### src/sv/assert_macros.svh
// ----------------------------------------------------------------------------
// Assertion macros
// Shared concurrent assertion helpers; compiled out when SYNTH is defined.
// ----------------------------------------------------------------------------
`ifndef ASSERT_MACROS_SVH
`define ASSERT_MACROS_SVH

`ifndef SYNTH

// Same-cycle implication, disabled during reset.
`define ASSERT_IMPLY(label, clk, rst, ante, cons) \
  label: assert property (@(posedge clk) disable iff (rst) (ante) |-> (cons)) \
    else $error("assertion failed: label");

// Next-cycle implication, disabled during reset.
`define ASSERT_NEXT(label, clk, rst, ante, cons) \
  label: assert property (@(posedge clk) disable iff (rst) (ante) |=> (cons)) \
    else $error("assertion failed: label");

`else

`define ASSERT_IMPLY(label, clk, rst, ante, cons)
`define ASSERT_NEXT(label, clk, rst, ante, cons)

`endif

`endif

### src/sv/ddfs_pkg.sv
// ----------------------------------------------------------------------------
// ddfs_pkg
// Types and constants shared by the display fade sequencer modules.
// ----------------------------------------------------------------------------
package ddfs_pkg;

  localparam int NUM_DIGITS = 4;
  localparam int CODE_W     = 4;
  localparam int CHAR_W     = 8;
  localparam int BRIGHT_W   = 8;

  localparam logic [CODE_W-1:0]   CODE_DOT   = 4'd10;
  localparam logic [CODE_W-1:0]   CODE_BLANK = 4'd11;
  localparam logic [CHAR_W-1:0]   ASCII_ZERO = 8'd48;
  localparam logic [CHAR_W-1:0]   ASCII_DOT  = 8'h2E;
  localparam logic [CHAR_W-1:0]   ASCII_SPC  = 8'h20;
  localparam logic [BRIGHT_W-1:0] FULL       = 8'hFF;
  localparam logic [BRIGHT_W-1:0] DARK       = 8'h00;

  typedef logic [NUM_DIGITS-1:0][CODE_W-1:0]   code_arr_t;
  typedef logic [NUM_DIGITS-1:0][CHAR_W-1:0]   char_arr_t;
  typedef logic [NUM_DIGITS-1:0][BRIGHT_W-1:0] bright_arr_t;

  // Item kind carried in tuser.
  typedef enum logic {
    KIND_SET  = 1'b0,
    KIND_TICK = 1'b1
  } kind_t;

  // Per-digit fade move.
  typedef enum logic [1:0] {
    PH_IDLE      = 2'd0,
    PH_UP        = 2'd1,
    PH_DOWN_UP   = 2'd2,
    PH_DOWN_ONLY = 2'd3
  } digit_phase_t;

  // Shared ramp-following phase.
  typedef enum logic [1:0] {
    LP_WAIT = 2'd0,
    LP_DOWN = 2'd1,
    LP_UP   = 2'd2
  } loop_phase_t;

  // Decoded set-text characters.
  typedef struct packed {
    code_arr_t code;
    logic      ok;
  } dec_t;

  // One result transaction.
  typedef struct packed {
    code_arr_t   code;
    bright_arr_t bright;
    logic        latch_pulse;
    logic        accepted;
    logic        busy_res;
  } res_t;

endpackage

### src/sv/ddfs_decode.sv
// ----------------------------------------------------------------------------
// ddfs_decode
// Maps the four ASCII characters to tube codes and flags invalid ones.
// ----------------------------------------------------------------------------
module ddfs_decode (
  input  ddfs_pkg::char_arr_t chars,
  output ddfs_pkg::dec_t      dec
);
  import ddfs_pkg::*;

  // Per-digit lookup; any character outside the set clears ok.
  always_comb begin
    dec.ok = 1'b1;
    for (int i = 0; i < NUM_DIGITS; i++) begin
      dec.code[i] = CODE_BLANK;
      if (chars[i] inside {[ASCII_ZERO:ASCII_ZERO + 8'd9]}) begin
        dec.code[i] = CODE_W'(chars[i] - ASCII_ZERO);
      end else if (chars[i] == ASCII_SPC) begin
        dec.code[i] = CODE_BLANK;
      end else if (chars[i] == ASCII_DOT) begin
        dec.code[i] = CODE_DOT;
      end else begin
        dec.ok = 1'b0;
      end
    end
  end

endmodule

### src/sv/ddfs_seq.sv
// ----------------------------------------------------------------------------
// ddfs_seq
// Display state and the fade sequencer; computes the result of each item.
// ----------------------------------------------------------------------------
module ddfs_seq (
  input  logic                         clk,
  input  logic                         rst,
  input  logic                         step,
  input  logic                         fade_mode,
  input  ddfs_pkg::kind_t              kind,
  input  ddfs_pkg::dec_t               dec,
  input  logic [ddfs_pkg::BRIGHT_W-1:0] ramp_sample,
  input  logic                         ramp_falling,
  output ddfs_pkg::res_t               res_next,
  output logic                         pending
);
  import ddfs_pkg::*;

  code_arr_t    target, target_next;
  code_arr_t    driven, driven_next;
  bright_arr_t  bright, bright_next;
  digit_phase_t phase [NUM_DIGITS];
  digit_phase_t phase_next [NUM_DIGITS];
  loop_phase_t  loop_ph, loop_ph_next;
  logic         pending_next;
  logic         latch;
  logic         acc;

  // Next state for one item.
  always_comb begin
    target_next  = target;
    driven_next  = driven;
    bright_next  = bright;
    phase_next   = phase;
    loop_ph_next = loop_ph;
    pending_next = pending;
    latch        = 1'b0;
    acc          = 1'b0;

    if (kind == KIND_SET) begin
      if (dec.ok && !pending) begin
        acc = 1'b1;
        if (!fade_mode) begin
          // Instant update: drive and latch at once.
          for (int i = 0; i < NUM_DIGITS; i++) begin
            target_next[i] = dec.code[i];
            driven_next[i] = dec.code[i];
            bright_next[i] = (dec.code[i] == CODE_BLANK) ? DARK : FULL;
          end
          latch = 1'b1;
        end else begin
          // Fade update: mark changed digits with their move.
          for (int i = 0; i < NUM_DIGITS; i++) begin
            if (target[i] != dec.code[i]) begin
              if (target[i] == CODE_BLANK) begin
                phase_next[i] = PH_UP;
              end else if (dec.code[i] == CODE_BLANK) begin
                phase_next[i] = PH_DOWN_ONLY;
              end else begin
                phase_next[i] = PH_DOWN_UP;
              end
              target_next[i] = dec.code[i];
            end
          end
          pending_next = 1'b1;
        end
      end
    end else if (pending) begin
      case (loop_ph)
        LP_WAIT: begin
          if (ramp_falling && ramp_sample == FULL) begin
            loop_ph_next = LP_DOWN;
          end
        end
        LP_DOWN: begin
          // Follow the ramp down; swap codes and latch at zero.
          for (int i = 0; i < NUM_DIGITS; i++) begin
            if (phase[i] == PH_DOWN_UP || phase[i] == PH_DOWN_ONLY) begin
              bright_next[i] = ramp_sample;
            end
            if (ramp_sample == DARK) begin
              driven_next[i] = target[i];
              if (phase[i] == PH_DOWN_UP) begin
                phase_next[i] = PH_UP;
              end else if (phase[i] == PH_DOWN_ONLY) begin
                phase_next[i] = PH_DOWN_UP;
              end
            end
          end
          if (ramp_sample == DARK) begin
            latch        = 1'b1;
            loop_ph_next = LP_UP;
          end
        end
        LP_UP: begin
          // Follow the ramp up; finish at full brightness.
          for (int i = 0; i < NUM_DIGITS; i++) begin
            if (phase[i] == PH_UP) begin
              bright_next[i] = ramp_sample;
            end
            if (ramp_sample == FULL) begin
              phase_next[i] = PH_IDLE;
            end
          end
          if (ramp_sample == FULL) begin
            loop_ph_next = LP_WAIT;
            pending_next = 1'b0;
          end
        end
        default: begin
          loop_ph_next = LP_WAIT;
        end
      endcase
    end

    res_next.code        = driven_next;
    res_next.bright      = bright_next;
    res_next.latch_pulse = latch;
    res_next.accepted    = acc;
    res_next.busy_res    = pending_next;
  end

  // State registers, updated once per processed item.
  always_ff @(posedge clk) begin
    if (rst) begin
      for (int i = 0; i < NUM_DIGITS; i++) begin
        target[i] <= CODE_BLANK;
        driven[i] <= CODE_BLANK;
        bright[i] <= DARK;
        phase[i]  <= PH_IDLE;
      end
      loop_ph <= LP_WAIT;
      pending <= 1'b0;
    end else if (step) begin
      target  <= target_next;
      driven  <= driven_next;
      bright  <= bright_next;
      phase   <= phase_next;
      loop_ph <= loop_ph_next;
      pending <= pending_next;
    end
  end

endmodule

### src/sv/digit_display_fade_sequencer_top.sv
// ----------------------------------------------------------------------------
// digit_display_fade_sequencer_top
// Four-tube display driver with instant or ramp-following fade updates.
// ----------------------------------------------------------------------------
//  Channel   Direction  Contents
//  s_axis    in         tuser: kind; tdata: char_0..3, ramp_sample, ramp_falling
//  m_axis    out        tdata: code_0..3, bright_0..3, latch_pulse, accepted, busy_res
//  cfg       in         cfg_we / cfg_wdata: fade_mode
//
//  One transaction in, one result out, one per cycle sustained while m_axis_tready stays high.
//  The path runs through the input register, then the sequencer into the result register.
//  The state feedback runs through the sequencer and its own registers, which sets the rate.
//  Reset (rst, synchronous) blanks all tubes, clears brightness and leaves instant mode.
//  A stalled result holds the output register; the input register fills, then tready drops.
// ----------------------------------------------------------------------------
`include "assert_macros.svh"

module digit_display_fade_sequencer_top (
  input  logic        clk,
  input  logic        rst,
  // Configuration
  input  logic        cfg_we,
  input  logic        cfg_wdata,
  // Input stream
  input  logic        s_axis_tvalid,
  output logic        s_axis_tready,
  input  logic [47:0] s_axis_tdata,  // char_0, char_1, char_2, char_3, ramp_sample,
                                     // ramp_falling, zero fill
  input  logic [0:0]  s_axis_tuser,  // kind
  // Output stream
  output logic        m_axis_tvalid,
  input  logic        m_axis_tready,
  output logic [55:0] m_axis_tdata   // code_0..code_3, bright_0..bright_3,
                                     // latch_pulse, accepted, busy_res, zero fill
);
  import ddfs_pkg::*;

  logic                fade_mode;
  logic                in_valid;
  kind_t               in_kind;
  char_arr_t           in_chars;
  logic [BRIGHT_W-1:0] in_ramp;
  logic                in_falling;
  logic                out_valid;
  res_t                out_res;
  res_t                res_next;
  dec_t                dec;
  logic                adv;
  logic                pending;

  // Configuration register.
  always_ff @(posedge clk) begin
    if (rst) begin
      fade_mode <= 1'b0;
    end else if (cfg_we) begin
      fade_mode <= cfg_wdata;
    end
  end

  // Pipeline handshake.
  assign adv           = in_valid && (!out_valid || m_axis_tready);
  assign s_axis_tready = !in_valid || adv;

  // Input register.
  always_ff @(posedge clk) begin
    if (rst) begin
      in_valid <= 1'b0;
    end else if (s_axis_tready) begin
      in_valid <= s_axis_tvalid;
    end
  end

  always_ff @(posedge clk) begin
    if (s_axis_tready && s_axis_tvalid) begin
      in_kind    <= kind_t'(s_axis_tuser[0]);
      in_chars   <= s_axis_tdata[31:0];
      in_ramp    <= s_axis_tdata[39:32];
      in_falling <= s_axis_tdata[40];
    end
  end

  // Character decode and sequencer.
  ddfs_decode u_decode (
    .chars (in_chars),
    .dec   (dec)
  );

  ddfs_seq u_seq (
    .clk          (clk),
    .rst          (rst),
    .step         (adv),
    .fade_mode    (fade_mode),
    .kind         (in_kind),
    .dec          (dec),
    .ramp_sample  (in_ramp),
    .ramp_falling (in_falling),
    .res_next     (res_next),
    .pending      (pending)
  );

  // Result register.
  always_ff @(posedge clk) begin
    if (rst) begin
      out_valid <= 1'b0;
    end else if (adv) begin
      out_valid <= 1'b1;
    end else if (m_axis_tready) begin
      out_valid <= 1'b0;
    end
  end

  always_ff @(posedge clk) begin
    if (adv) begin
      out_res <= res_next;
    end
  end

  assign m_axis_tvalid        = out_valid;
  assign m_axis_tdata[15:0]   = out_res.code;
  assign m_axis_tdata[47:16]  = out_res.bright;
  assign m_axis_tdata[48]     = out_res.latch_pulse;
  assign m_axis_tdata[49]     = out_res.accepted;
  assign m_axis_tdata[50]     = out_res.busy_res;
  assign m_axis_tdata[55:51]  = 5'd0;

  // A latch always comes from an accepted request or from inside a fade.
  `ASSERT_IMPLY(a_latch_src, clk, rst, out_valid && out_res.latch_pulse, out_res.accepted || out_res.busy_res)
  // A request arriving during a fade is rejected.
  `ASSERT_NEXT(a_busy_reject, clk, rst, adv && in_kind == KIND_SET && pending, !out_res.accepted)
  // A held input transaction is not dropped while the output stalls.
  `ASSERT_NEXT(a_in_hold, clk, rst, in_valid && !adv, in_valid)

endmodule
### config.mk
export PLATFORM = sky130hd
export DESIGN_NAME = digit_display_fade_sequencer_top
export DESIGN_NICKNAME = d
export VERILOG_FILES = /design/src/sv/ddfs_pkg.sv /design/src/sv/ddfs_decode.sv /design/src/sv/ddfs_seq.sv /design/src/sv/digit_display_fade_sequencer_top.sv
export VERILOG_INCLUDE_DIRS = /design/src /design/src/sv
export SDC_FILE = /design/constraint.sdc
export NUM_CORES = 1
export LEC_CHECK = 0
export BUFFER_PORTS_ARGS = -buffer_cell sky130_fd_sc_hd__buf_4
export CORE_MARGIN = 2
export CORE_UTILIZATION = 63
export CTS_CLUSTER_DIAMETER = 120
export DETAILED_ROUTE_END_ITERATION = 7
export PLACE_DENSITY = 0.86
export SYNTH_ARGS = -nofsm -noshare
export SYNTH_HDL_FRONTEND = slang
export SYNTH_HIERARCHICAL = 1
export SYNTH_SLANG_ARGS = --single-unit
### constraint.sdc
create_clock -name clk -period 8 [get_ports clk]
set_clock_uncertainty 0.1 [all_clocks]
set_input_delay 0.4 -clock clk [delete_from_list [all_inputs] [get_ports clk]]
set_output_delay 0.4 -clock clk [all_outputs]
set_load 0.01 [all_outputs]
==> run_results.csv, run 1 <==
group,metric,value,unit
logic_synthesis,synth.top_cells.by_count,"sky130_fd_sc_hd__nand2_1, sky130_fd_sc_hd__edfxtp_1, sky130_fd_sc_hd__nor2_1",
finish,fin_nets,1013,
logic_synthesis,ys.warnings.count,6,
global_route,first_pass_grt_wire_length,29800,um
route,num_vias,6892,
sta,setup_viol,0,
setup_path,crit_type,"register to register",
min_path,min_path_cells,1,
placement,post-place-ws,4060,ps
min_path,hp-class,"primary input to register",
setup_path,critical_path.slowest_cell,"sky130_fd_sc_hd__nor2b_1",
setup_path,cp.buffers_inverters,1,
setup_path,crit_required,8240,ps
clock_tree,cts_hold_buffers,0,
clock_tree,clk_transition_reported_paths,60,ps
logic_synthesis,synth.yosys.seq_area_share,51.1,%
finish,design_area,9860,um2
clock_tree,clkSinkCount,171,
flow_run,max_cap_viol_count,0,
route,antenna_left,0,
sta,min_period,4080,ps
logic_synthesis,cell_type_with_the_largest_total_area_after_synthesis,"sky130_fd_sc_hd__edfxtp_1",
global_route,grt-ovfl-total,0,
sta,finalHoldViolCount,0,
floorplanning,initial_core_util,64.3,%
logic_synthesis,post-synth-top-count-cell,"sky130_fd_sc_hd__nand2_1",
logic_synthesis,synth_async_sr_flop_share,0,%
global_route,via_count_of_the_first_global_routing_pass,6094,
setup_path,critical_path.top_delay_family,"simple AND/OR/NAND/NOR gates",
floorplanning,design.portCount,113,
sta,timing.fmax,0.245,GHz
route,first_iter_violations,1024,
logic_synthesis,post_synth_inst_count,888,
placement,placed_cells_incl_taps,1111,
sta,timing.final.ws_setup,3920,ps
power,power.leakage,0.00389,uW
finish,antennaDiodeCount,0,
setup_path,worst_setup_path_end_kind,"register",
setup_path,setup.worst_path.start,"in_chars[1]$_DFFE_PP_",
setup_path,cp.arrival,4320,ps
min_path,whs_endpoint,"in_chars[5]$_DFFE_PP_",
setup_path,ff2ff_setup_slack,3920,ps
route,routed_wl,18500,um
clock_tree,number_of_buffers_inserted_by_post_cts_setup_repair,0,
placement,place_congestion,0.847,
setup_path,worstPathMaxFanout,43,
global_route,antenna_found_initial,0,
setup_path,crit_top_cell,"sky130_fd_sc_hd__a21oi_1",
clock_tree,clock_tree.buffer_depth,2,
floorplanning,core-area,13200,um2
floorplanning,die_w,120,um
route,wire_per_inst,16.2,um
clock_tree,cts-buffers-inserted,17,
clock_tree,ctsRootBufferMaster,"sky130_fd_sc_hd__clkbuf_16",
logic_synthesis,syn-cell-area,8520,um2
finish,final_core_utilization,74.4,%
setup_path,critical_path.reg2reg.endpoint,"u_seq/bright[14]$_SDFFE_PP0P_",
global_route,grt_start_max_net_pins,95,
setup_path,cp_cell_sequence,"or3_1, a21o_1, a21oi_1, and4_1, nor3b_2, buf_4, a21oi_1, nor2b_1, o22ai_1, a21oi_1",
sta,rsz0062_at_grt,"no",
setup_path,timing.critical_path.slowest_cell_delay,620,ps
global_route,gr-usage-all-layers,25.8,%
min_path,worst_hold_startpoint,"s_axis_tdata[5]",
power,powerDensity,205,nW/um2
logic_synthesis,synth-seq-cells,171,
sta,worstMarginPinSlew,1100,ps
logic_synthesis,synth.avg_cell_area,9.59,um2
placement,numPortBuffers,100,
route,detail_route.vias_per_cell,6.03,
logic_synthesis,synth.top_cells.by_area,"sky130_fd_sc_hd__edfxtp_1, sky130_fd_sc_hd__dfxtp_1, sky130_fd_sc_hd__nand2_1",
outcome,status,"finished clean",
finish,final_cells,1143,
power,vdd_drop_max,167,uV
floorplanning,total_die_area,14500,um2
logic_synthesis,number_of_flops_mapped_to_enable_cells_by_yosys,93,
logic_synthesis,ys_types,61,
sta,fin_crit_sh,51.1,%
clock_tree,cts_tree,"done",
route,drt_pass1_iterations,6,
sta,setup_total_negative_slack,0,ps
finish,synthToLayoutAreaGrowth,15.7,%
placement,detailed_place_hpwl,11500,um
setup_path,worstSetupStartpointType,"register",
clock_tree,clk_latency,420,ps
finish,post_route_cells_drive_above_1_share,15.1,%
sta,maxSlewHeadroom,26.5,%
logic_synthesis,synth_top_cell_area_share,32.8,%
clock_tree,cts_resized,0,
clock_tree,cts-htree-levels,4,
logic_synthesis,synthFlopType,"sky130_fd_sc_hd__edfxtp_1",
setup_path,regToRegStartpoint,"in_chars[1]$_DFFE_PP_",
sta,drv_slew,0,
floorplanning,placementRows,42,
placement,post_placement_cell_area,9260,um2
setup_path,reg2reg_depth,10,
floorplanning,die_height,120,um
route,post-route-drc-count,0,
## routing by layer
| metal | up-vias | global-route usage [%] | share of wire (%) |
|---|---|---|---|
| li1 | 3309 | - | - |
| met1 | 3211 | 37.2 | 44 |
| met2 | 338 | 38.7 | 45 |
| met3 | 34 | 5.14 | 8.7 |
| met4 | 0 | 10.2 | 2.1 |
| met5 | - | 0 | 0 |
## cells in the final DEF, fill, tap and decap left out, types with 6 or more instances in the layout
cell / n
sky130_fd_sc_hd__buf_4: 104
sky130_fd_sc_hd__nand4_1: 6
sky130_fd_sc_hd__nor2b_1: 26
sky130_fd_sc_hd__a21oi_1: 62
sky130_fd_sc_hd__dfxtp_1: 78
sky130_fd_sc_hd__a211oi_1: 11
sky130_fd_sc_hd__nand2b_1: 41
sky130_fd_sc_hd__and3_1: 12
sky130_fd_sc_hd__nor2_1: 79
sky130_fd_sc_hd__o22ai_1: 24
sky130_fd_sc_hd__edfxtp_1: 93
sky130_fd_sc_hd__a2bb2oi_1: 28
sky130_fd_sc_hd__inv_1: 42
sky130_fd_sc_hd__mux2i_1: 22
sky130_fd_sc_hd__nand4b_1: 12
sky130_fd_sc_hd__xor2_1: 12
sky130_fd_sc_hd__a32o_1: 8
sky130_fd_sc_hd__a211o_1: 13
sky130_fd_sc_hd__o21ai_0: 41
sky130_fd_sc_hd__nand3_1: 10
sky130_fd_sc_hd__nand2_1: 105
sky130_fd_sc_hd__nand3b_1: 23
sky130_fd_sc_hd__nor3_1: 12
sky130_fd_sc_hd__clkbuf_16: 17
## registers in the layout, indices dropped and copies added, names as in the netlist, 2 cells and up
signal,count
m_axis_tdata,51
in_chars,32
u_seq/bright,32
u_seq/driven,16
u_seq/target,16
in_ramp,8
u_seq/phase,8
u_seq/loop_ph,2
## layout make-up
class                      count  area (um2)
fill                         978        3390
sequential                   171        4350
multi-input combinational    618        3750
timing repair buffer         104         781
clock buffer                  21         450
clock inverter                11         145
inverter                      42         158
tap                          176         220
## per-stage QoR
step                      power (uW)  hold slack [ps]
after CTS                       2030             40.1
after global placement          1200              369
after detailed placement        1210              375
after global routing            2090             31.5
after floorplan                 1140              359
final                           2020             50.6
## worst reg2reg max path: cells and delay by family, from the launching register on
kind / cells / cell delay (ps)
simple gates: 4 / 1820
compound gates: 5 / 1080
flops: 1 / 410
buf+inv: 1 / 570
## kinds of logic (layout without fill, tap and decap cells)
logic type	count (synthesis)	in the layout	synth area share [%]
multiplexers	22	22	2.59
flip-flops	171	171	51.1
adder cells (fa/ha/maj)	4	4	0.588
buffers and inverters	103	178	5.13
XOR/XNOR	16	16	1.65
other	1	5	0.0440
AND/OR/NAND/NOR	348	348	21.5
AO/OA/AOI/OAI	223	223	17.3
## worst max-delay path by stage
stage	endpoint	slack, ps	depth (start not counted)
finish	u_seq/bright[14]$_SDFFE_PP0P_	3920	10
global route	u_seq/bright[14]$_SDFFE_PP0P_	3700	10
CTS	u_seq/bright[14]$_SDFFE_PP0P_	4020	10
detailed placement	u_seq/bright[14]$_SDFFE_PP0P_	4060	10
global placement	u_seq/bright[23]$_SDFFE_PP0P_	4120	10
floorplan	m_axis_tdata[40]$_DFFE_PP_	5120	10
## power by group
part | switching, uW | internal, uW | total (uW) | leakage, uW
clock | 324 | 498 | 823 | 0.000273
sequential | 26.5 | 976 | 1000 | 0.00152
combinational | 103 | 88.5 | 192 | 0.00210
total | 454 | 1560 | 2020 | 0.00389
No activity file was read; power rests on OpenSTA's default activity.
==> inputs of run 2 (changes only) <==
Settings changed: CORE_UTILIZATION 63 to 58, PLACE_DENSITY 0.86 to 0.8.
Clock period 8 ns to 3.95 ns, I/O delays scaled along.
==> run 2 against run 1 <==
Non-clock buffer count rose by 53; global-route usage fell by 0.72 points; core utilization fell by 2.9 points; cell area rose by 4.6%; critical path type unchanged; critical endpoint is now u_seq/bright[9]$_SDFFE_PP0P_; largest power group unchanged.
==> run_results.csv, run 2 (synthesis results as in run 1) <==
group,metric,value,unit
setup_path,worstSetupStartpointType,"register",
sta,hold_ws,300,ps
sta,rsz0062_at_grt,"no",
clock_tree,number_of_buffers_inserted_by_post_cts_setup_repair,0,
setup_path,crit_type,"register to register",
global_route,gr-usage-all-layers,25.1,%
route,met2_wirelength,9540,um
sta,worstMarginPinSlew,1040,ps
route,antenna_left,0,
finish,n_fill_cell,1070,
sta,drv_slew,0,
finish,fin_nets,1066,
floorplanning,die_height,125,um
setup_path,ff2ff_setup_slack,250,ps
clock_tree,clk_latency,430,ps
sta,timing.fmax,0.270,GHz
setup_path,critical_path.reg2reg.endpoint,"u_seq/bright[9]$_SDFFE_PP0P_",
floorplanning,die_w,125,um
min_path,hp-class,"primary input to register",
flow_run,max_cap_viol_count,0,
route,wire_per_inst,16.8,um
setup_path,worstPathMaxFanout,9,
placement,place_congestion,0.825,
placement,detailed_place_hpwl,12100,um
sta,maxSlewHeadroom,29.9,%
route,first_iter_violations,740,
floorplanning,initial_core_util,59.1,%
clock_tree,cts-htree-levels,4,
outcome,status,"finished clean",
clock_tree,ctsRootBufferMaster,"sky130_fd_sc_hd__clkbuf_16",
global_route,antenna_found_initial,0,
finish,final_common_cell,"sky130_fd_sc_hd__buf_4",
finish,antennaDiodeCount,0,
global_route,via_count_of_the_first_global_routing_pass,6465,
global_route,first_pass_grt_wire_length,31800,um
clock_tree,clkSinkCount,171,
power,power.leakage,0.00409,uW
clock_tree,clock_tree.buffer_depth,2,
placement,numPortBuffers,100,
sta,timing.final.ws_setup,248,ps
finish,final_cell_mix,"sky130_fd_sc_hd__buf_4, sky130_fd_sc_hd__nand2_1, sky130_fd_sc_hd__edfxtp_1",
route,detail_route.vias_per_cell,5.96,
sta,setup_viol,0,
global_route,grt-ovfl-total,0,
finish,largest_register_ff_count,51,
route,drt_pass1_iterations,6,
finish,synthToLayoutAreaGrowth,21.1,%
setup_path,cp.arrival,3950,ps
sta,fin_crit_sh,93.7,%
floorplanning,total_die_area,15700,um2
setup_path,crit_required,4200,ps
min_path,min_path_cells,2,
finish,post_route_cells_drive_above_1_share,15.0,%
sta,min_period,3700,ps
route,post-route-drc-count,0,
sta,setup_total_negative_slack,0,ps
route,routed_wl,20200,um
clock_tree,clk_transition_reported_paths,60,ps
global_route,grt_start_max_net_pins,84,
min_path,worst_hold_startpoint,"rst",
floorplanning,placementRows,44,
setup_path,reg2reg_depth,9,
route,num_vias,7176,
clock_tree,cts-buffers-inserted,17,
power,vdd_drop_max,291,uV
floorplanning,design.portCount,113,
route,route.top_layer_used,"met4",
route,met3RoutedLength,1490,um
route,wl_met1,8880,um
power,powerDensity,384,nW/um2
min_path,whs_endpoint,"m_axis_tvalid$_SDFFE_PP0P_",
sta,finalHoldViolCount,0,
floorplanning,core-area,14400,um2
setup_path,regToRegStartpoint,"in_chars[1]$_DFFE_PP_",
clock_tree,cts_tree,"done",
placement,post-place-ws,454,ps
setup_path,worst_setup_path_end_kind,"register",
run 2: power by group:
group / internal, uW / total [uW] / switching (uW)
registers: 1980 / 2030 / 57.1
logic: 212 / 431 / 219
clock network: 803 / 1500 / 693
total: 2990 / 3960 / 969
run 2: how the worst max path moves through the flow:
stage | depth (start not counted) | endpoint | start
final | 9 | u_seq/bright[9]$_SDFFE_PP0P_ | in_chars[1]$_DFFE_PP_
after global routing | 9 | u_seq/bright[9]$_SDFFE_PP0P_ | in_chars[1]$_DFFE_PP_
after CTS | 9 | u_seq/bright[9]$_SDFFE_PP0P_ | in_chars[2]$_DFFE_PP_
after detailed placement | 9 | u_seq/bright[9]$_SDFFE_PP0P_ | in_chars[2]$_DFFE_PP_
after global placement | 9 | u_seq/bright[8]$_SDFFE_PP0P_ | in_chars[1]$_DFFE_PP_
after floorplan | 10 | m_axis_tdata[40]$_DFFE_PP_ | in_chars[1]$_DFFE_PP_
run 2: worst max-delay path: stages, from the launching register on:
cell and delay, ps:
sky130_fd_sc_hd__edfxtp_1 420, sky130_fd_sc_hd__or3_1 400, sky130_fd_sc_hd__a21o_1 190, sky130_fd_sc_hd__a21oi_1 140, sky130_fd_sc_hd__and4_1 270, sky130_fd_sc_hd__nor3b_2 630
sky130_fd_sc_hd__a21oi_1 480, sky130_fd_sc_hd__nor2b_1 630, sky130_fd_sc_hd__o22ai_1 170, sky130_fd_sc_hd__a21oi_1 190
run 2: layout make-up:
cell class / count / area (um2) / area share, %
Sequential cell: 171 / 4350 / 42.2
Multi-Input combinational cell: 618 / 3750 / 36.4
Timing Repair Buffer: 157 / 1300 / 12.6
Clock buffer: 18 / 429 / 4.16
Tap cell: 184 / 230 / 2.23
Inverter: 42 / 158 / 1.53
Clock inverter: 14 / 96.3 / 0.934
run 2: timing repair:
item,in CTS,in global routing
gates resized for setup,0,0
endpoints found under the setup margin,0,0
hold buffers,47,0
hold endpoints to repair,45,0
run 2: per-layer routing:
| layer | up-vias | track usage, % |
|---|---|---|
| met5 | - | 0 |
| met4 | 0 | 8.63 |
| met2 | 328 | 40.0 |
| met3 | 31 | 4.24 |
| li1 | 3413 | - |
| met1 | 3404 | 35.2 |
run 2: stage by stage:
| step | instances | total power [uW] | utilization, % | instance area [um2] |
|---|---|---|---|---|
| after detailed placement | 1125 | 2450 | 64.6 | 9320 |
| after CTS | 1204 | 3960 | 71.5 | 10300 |
| after global placement | 1125 | 2440 | 64.6 | 9320 |
| after global routing | 1204 | 4100 | 71.5 | 10300 |
| final | 1204 | 3960 | 71.5 | 10300 |
| after floorplan | 892 | 2320 | - | 8530 |
==> inputs of run 3 (changes only) <==
Settings changed: CORE_MARGIN 2 to not set, SYNTH_HIERARCHICAL 1 to not set.
==> run 3 against run 2 <==
Register-to-register slack gained 520 ps; largest cell class unchanged; sequential cell count is the same; first-iteration DRC count grew 45%; highest routed layer is now met5; total power shrank 0.76%; synthesized area grew 1.1%; combinational power shrank 16%.
==> run_results.csv, run 3 <==
group,metric,value,unit
sta,finalHoldViolCount,0,
logic_synthesis,syn-cell-area,8610,um2
route,first_iter_violations,1072,
placement,placed_cells_incl_taps,1150,
global_route,gr-usage-all-layers,30.7,%
logic_synthesis,ys_types,77,
floorplanning,die_height,124,um
min_path,worst_hold_startpoint,"rst",
sta,rsz0062_at_grt,"no",
finish,final_cell_mix,"sky130_fd_sc_hd__buf_4, sky130_fd_sc_hd__edfxtp_1, sky130_fd_sc_hd__a21oi_1",
clock_tree,cts-htree-levels,4,
clock_tree,cts_tree,"done",
min_path,hp-class,"primary input to register",
placement,place_congestion,0.928,
setup_path,worstPathMaxFanout,14,
global_route,first_pass_grt_wire_length,35800,um
floorplanning,die_w,124,um
finish,final_cells,1228,
floorplanning,core-area,14500,um2
clock_tree,ctsRootBufferMaster,"sky130_fd_sc_hd__clkbuf_16",
floorplanning,design.portCount,113,
placement,detailed_place_hpwl,15000,um
flow_run,max_cap_viol_count,0,
logic_synthesis,post-synth-top-count-cell,"sky130_fd_sc_hd__edfxtp_1",
logic_synthesis,synth_top_cell_area_share,32.4,%
global_route,grt_start_max_net_pins,93,
sta,setup_viol,0,
placement,numPortBuffers,100,
power,power.leakage,0.00383,uW
logic_synthesis,synth-seq-cells,171,
finish,synthToLayoutAreaGrowth,22.0,%
setup_path,crit_required,4180,ps
setup_path,crit_type,"register to register",
global_route,gr-usage-met3,6.91,%
finish,antennaDiodeCount,0,
sta,fin_crit_sh,80.7,%
logic_synthesis,synth.top_cells.by_count,"sky130_fd_sc_hd__edfxtp_1, sky130_fd_sc_hd__a21oi_1, sky130_fd_sc_hd__nand2_1",
finish,final_common_cell,"sky130_fd_sc_hd__buf_4",
logic_synthesis,number_of_flops_mapped_to_enable_cells_by_yosys,93,
placement,post_placement_cell_area,9490,um2
global_route,grt-ovfl-total,0,
setup_path,worstSetupStartpointType,"register",
clock_tree,clkSinkCount,171,
finish,post_route_cells_drive_above_1_share,16.6,%
logic_synthesis,synth.avg_cell_area,9.52,um2
floorplanning,initial_core_util,59.3,%
clock_tree,clk_latency,440,ps
sta,setup_total_negative_slack,0,ps
logic_synthesis,synthFlopType,"sky130_fd_sc_hd__edfxtp_1",
global_route,via_count_of_the_first_global_routing_pass,6995,
route,detail_route.vias_per_cell,6.53,
finish,fin_nets,1089,
setup_path,setup.worst_path.start,"in_chars[23]$_DFFE_PP_",
global_route,gr-usage-met2,46.0,%
clock_tree,clock_tree.buffer_depth,2,
power,vdd_drop_max,282,uV
sta,drv_slew,0,
global_route,grt.busiest_layer,"met2",
sta,timing.fmax,0.314,GHz
clock_tree,cts-buffers-inserted,17,
logic_synthesis,ys.warnings.count,0,
logic_synthesis,synth.yosys.seq_area_share,50.6,%
logic_synthesis,synth.top_cells.by_area,"sky130_fd_sc_hd__edfxtp_1, sky130_fd_sc_hd__dfxtp_1, sky130_fd_sc_hd__a21oi_1",
setup_path,worst_setup_path_end_kind,"register",
clock_tree,number_of_buffers_inserted_by_post_cts_setup_repair,0,
outcome,status,"finished clean",
route,wire_per_inst,18.6,um
route,routed_wl,22800,um
global_route,grt_use_met1,43.5,%
finish,design_area,10500,um2
logic_synthesis,post_synth_inst_count,905,
route,post-route-drc-count,0,
finish,final_core_utilization,72.3,%
route,num_vias,8019,
sta,worstMarginPinSlew,1120,ps
setup_path,cp.arrival,3410,ps
route,antenna_left,0,
logic_synthesis,cell_type_with_the_largest_total_area_after_synthesis,"sky130_fd_sc_hd__edfxtp_1",
global_route,antenna_found_initial,1,
clock_tree,clk_transition_reported_paths,70,ps
sta,hold_ws,157,ps
route,drt_pass1_iterations,6,
sta,min_period,3190,ps
floorplanning,total_die_area,15300,um2
setup_path,regToRegStartpoint,"in_chars[23]$_DFFE_PP_",
logic_synthesis,synth_async_sr_flop_share,0,%
sta,maxSlewHeadroom,25.1,%
floorplanning,placementRows,44,
power,powerDensity,374,nW/um2
finish,largest_register_ff_count,51,
## run 3: changes by cell type after synthesis, moves of 26 or more
| cell | previous run | this run |
|---|---|---|
| sky130_fd_sc_hd__a21oi_1 | 62 | 91 |
| sky130_fd_sc_hd__nand3_1 | 10 | 36 |
| sky130_fd_sc_hd__a2bb2oi_1 | 28 | 0 |
| sky130_fd_sc_hd__o21ai_0 | 41 | 71 |
## run 3: final timing paths
kind | slack, ps | to | depth (start not counted)
hold / removal | 160 | m_axis_tvalid$_SDFFE_PP0P_ | 2
setup / recovery | 760 | u_seq.driven[6]$_SDFFE_PP0P_ | 7
hold reg to reg | 380 | u_seq.phase[4]$_SDFFE_PP0P_ | 2
setup reg to reg | 760 | u_seq.driven[6]$_SDFFE_PP0P_ | 7
## run 3: report_power, final
group | switching (uW) | total, uW | leakage, uW | internal [uW]
clock | 724 | 1570 | 0.000259 | 842
sequential | 49.6 | 2000 | 0.00149 | 1950
combinational | 197 | 363 | 0.00208 | 166
## run 3: kinds of logic (layout without fill, tap and decap cells)
logic type	Yosys count	count (layout)	share of synthesized area, %
compound gates	321	321	25.1
flops	171	171	50.6
buf+inv	86	221	4.13
other cells	1	5	0.0435
simple gates	313	313	18.6
fa+ha+maj	3	3	0.436
mux	9	9	1.05
xor+xnor	1	1	0.102
## run 3: metrics by stage
step	worst slack (ps)	power, uW
after global routing	656	4040
after CTS	837	3920
after global placement	922	2350
after detailed placement	877	2360
after floorplan	609	2230
final	764	3930
## run 3: area by class of cell
| class | instances | area (um2) |
|---|---|---|
| clock inverters | 12 | 93.8 |
| well taps | 184 | 230 |
| inverters | 29 | 109 |
| fillers | 1080 | 4030 |
| clock buffers | 20 | 457 |
| multi-input cells | 652 | 3930 |
| flip-flops and latches | 171 | 4350 |
| repair buffers | 160 | 1330 |
## run 3: per-layer routing
| layer | vias up | share of wire [%] |
|---|---|---|
| li1 | 3683 | - |
| met1 | 3773 | 43 |
| met2 | 492 | 44 |
| met3 | 69 | 9.9 |
| met4 | 2 | 2.6 |
| met5 | - | 0.057 |
## run 3: repair_timing
item | in CTS | in global routing
resized for setup | 0 | 0
endpoints found under the hold margin | 45 | 0
hold buffers | 46 | 0
## run 3: worst max-delay path: stages (launching register included)
cell	delay, ps
sky130_fd_sc_hd__edfxtp_1	400
sky130_fd_sc_hd__or3b_2	550
sky130_fd_sc_hd__nor4_1	400
sky130_fd_sc_hd__o21ai_1	330
sky130_fd_sc_hd__nor3_1	340
sky130_fd_sc_hd__buf_4	270
sky130_fd_sc_hd__nand2_1	320
sky130_fd_sc_hd__o221a_2	360
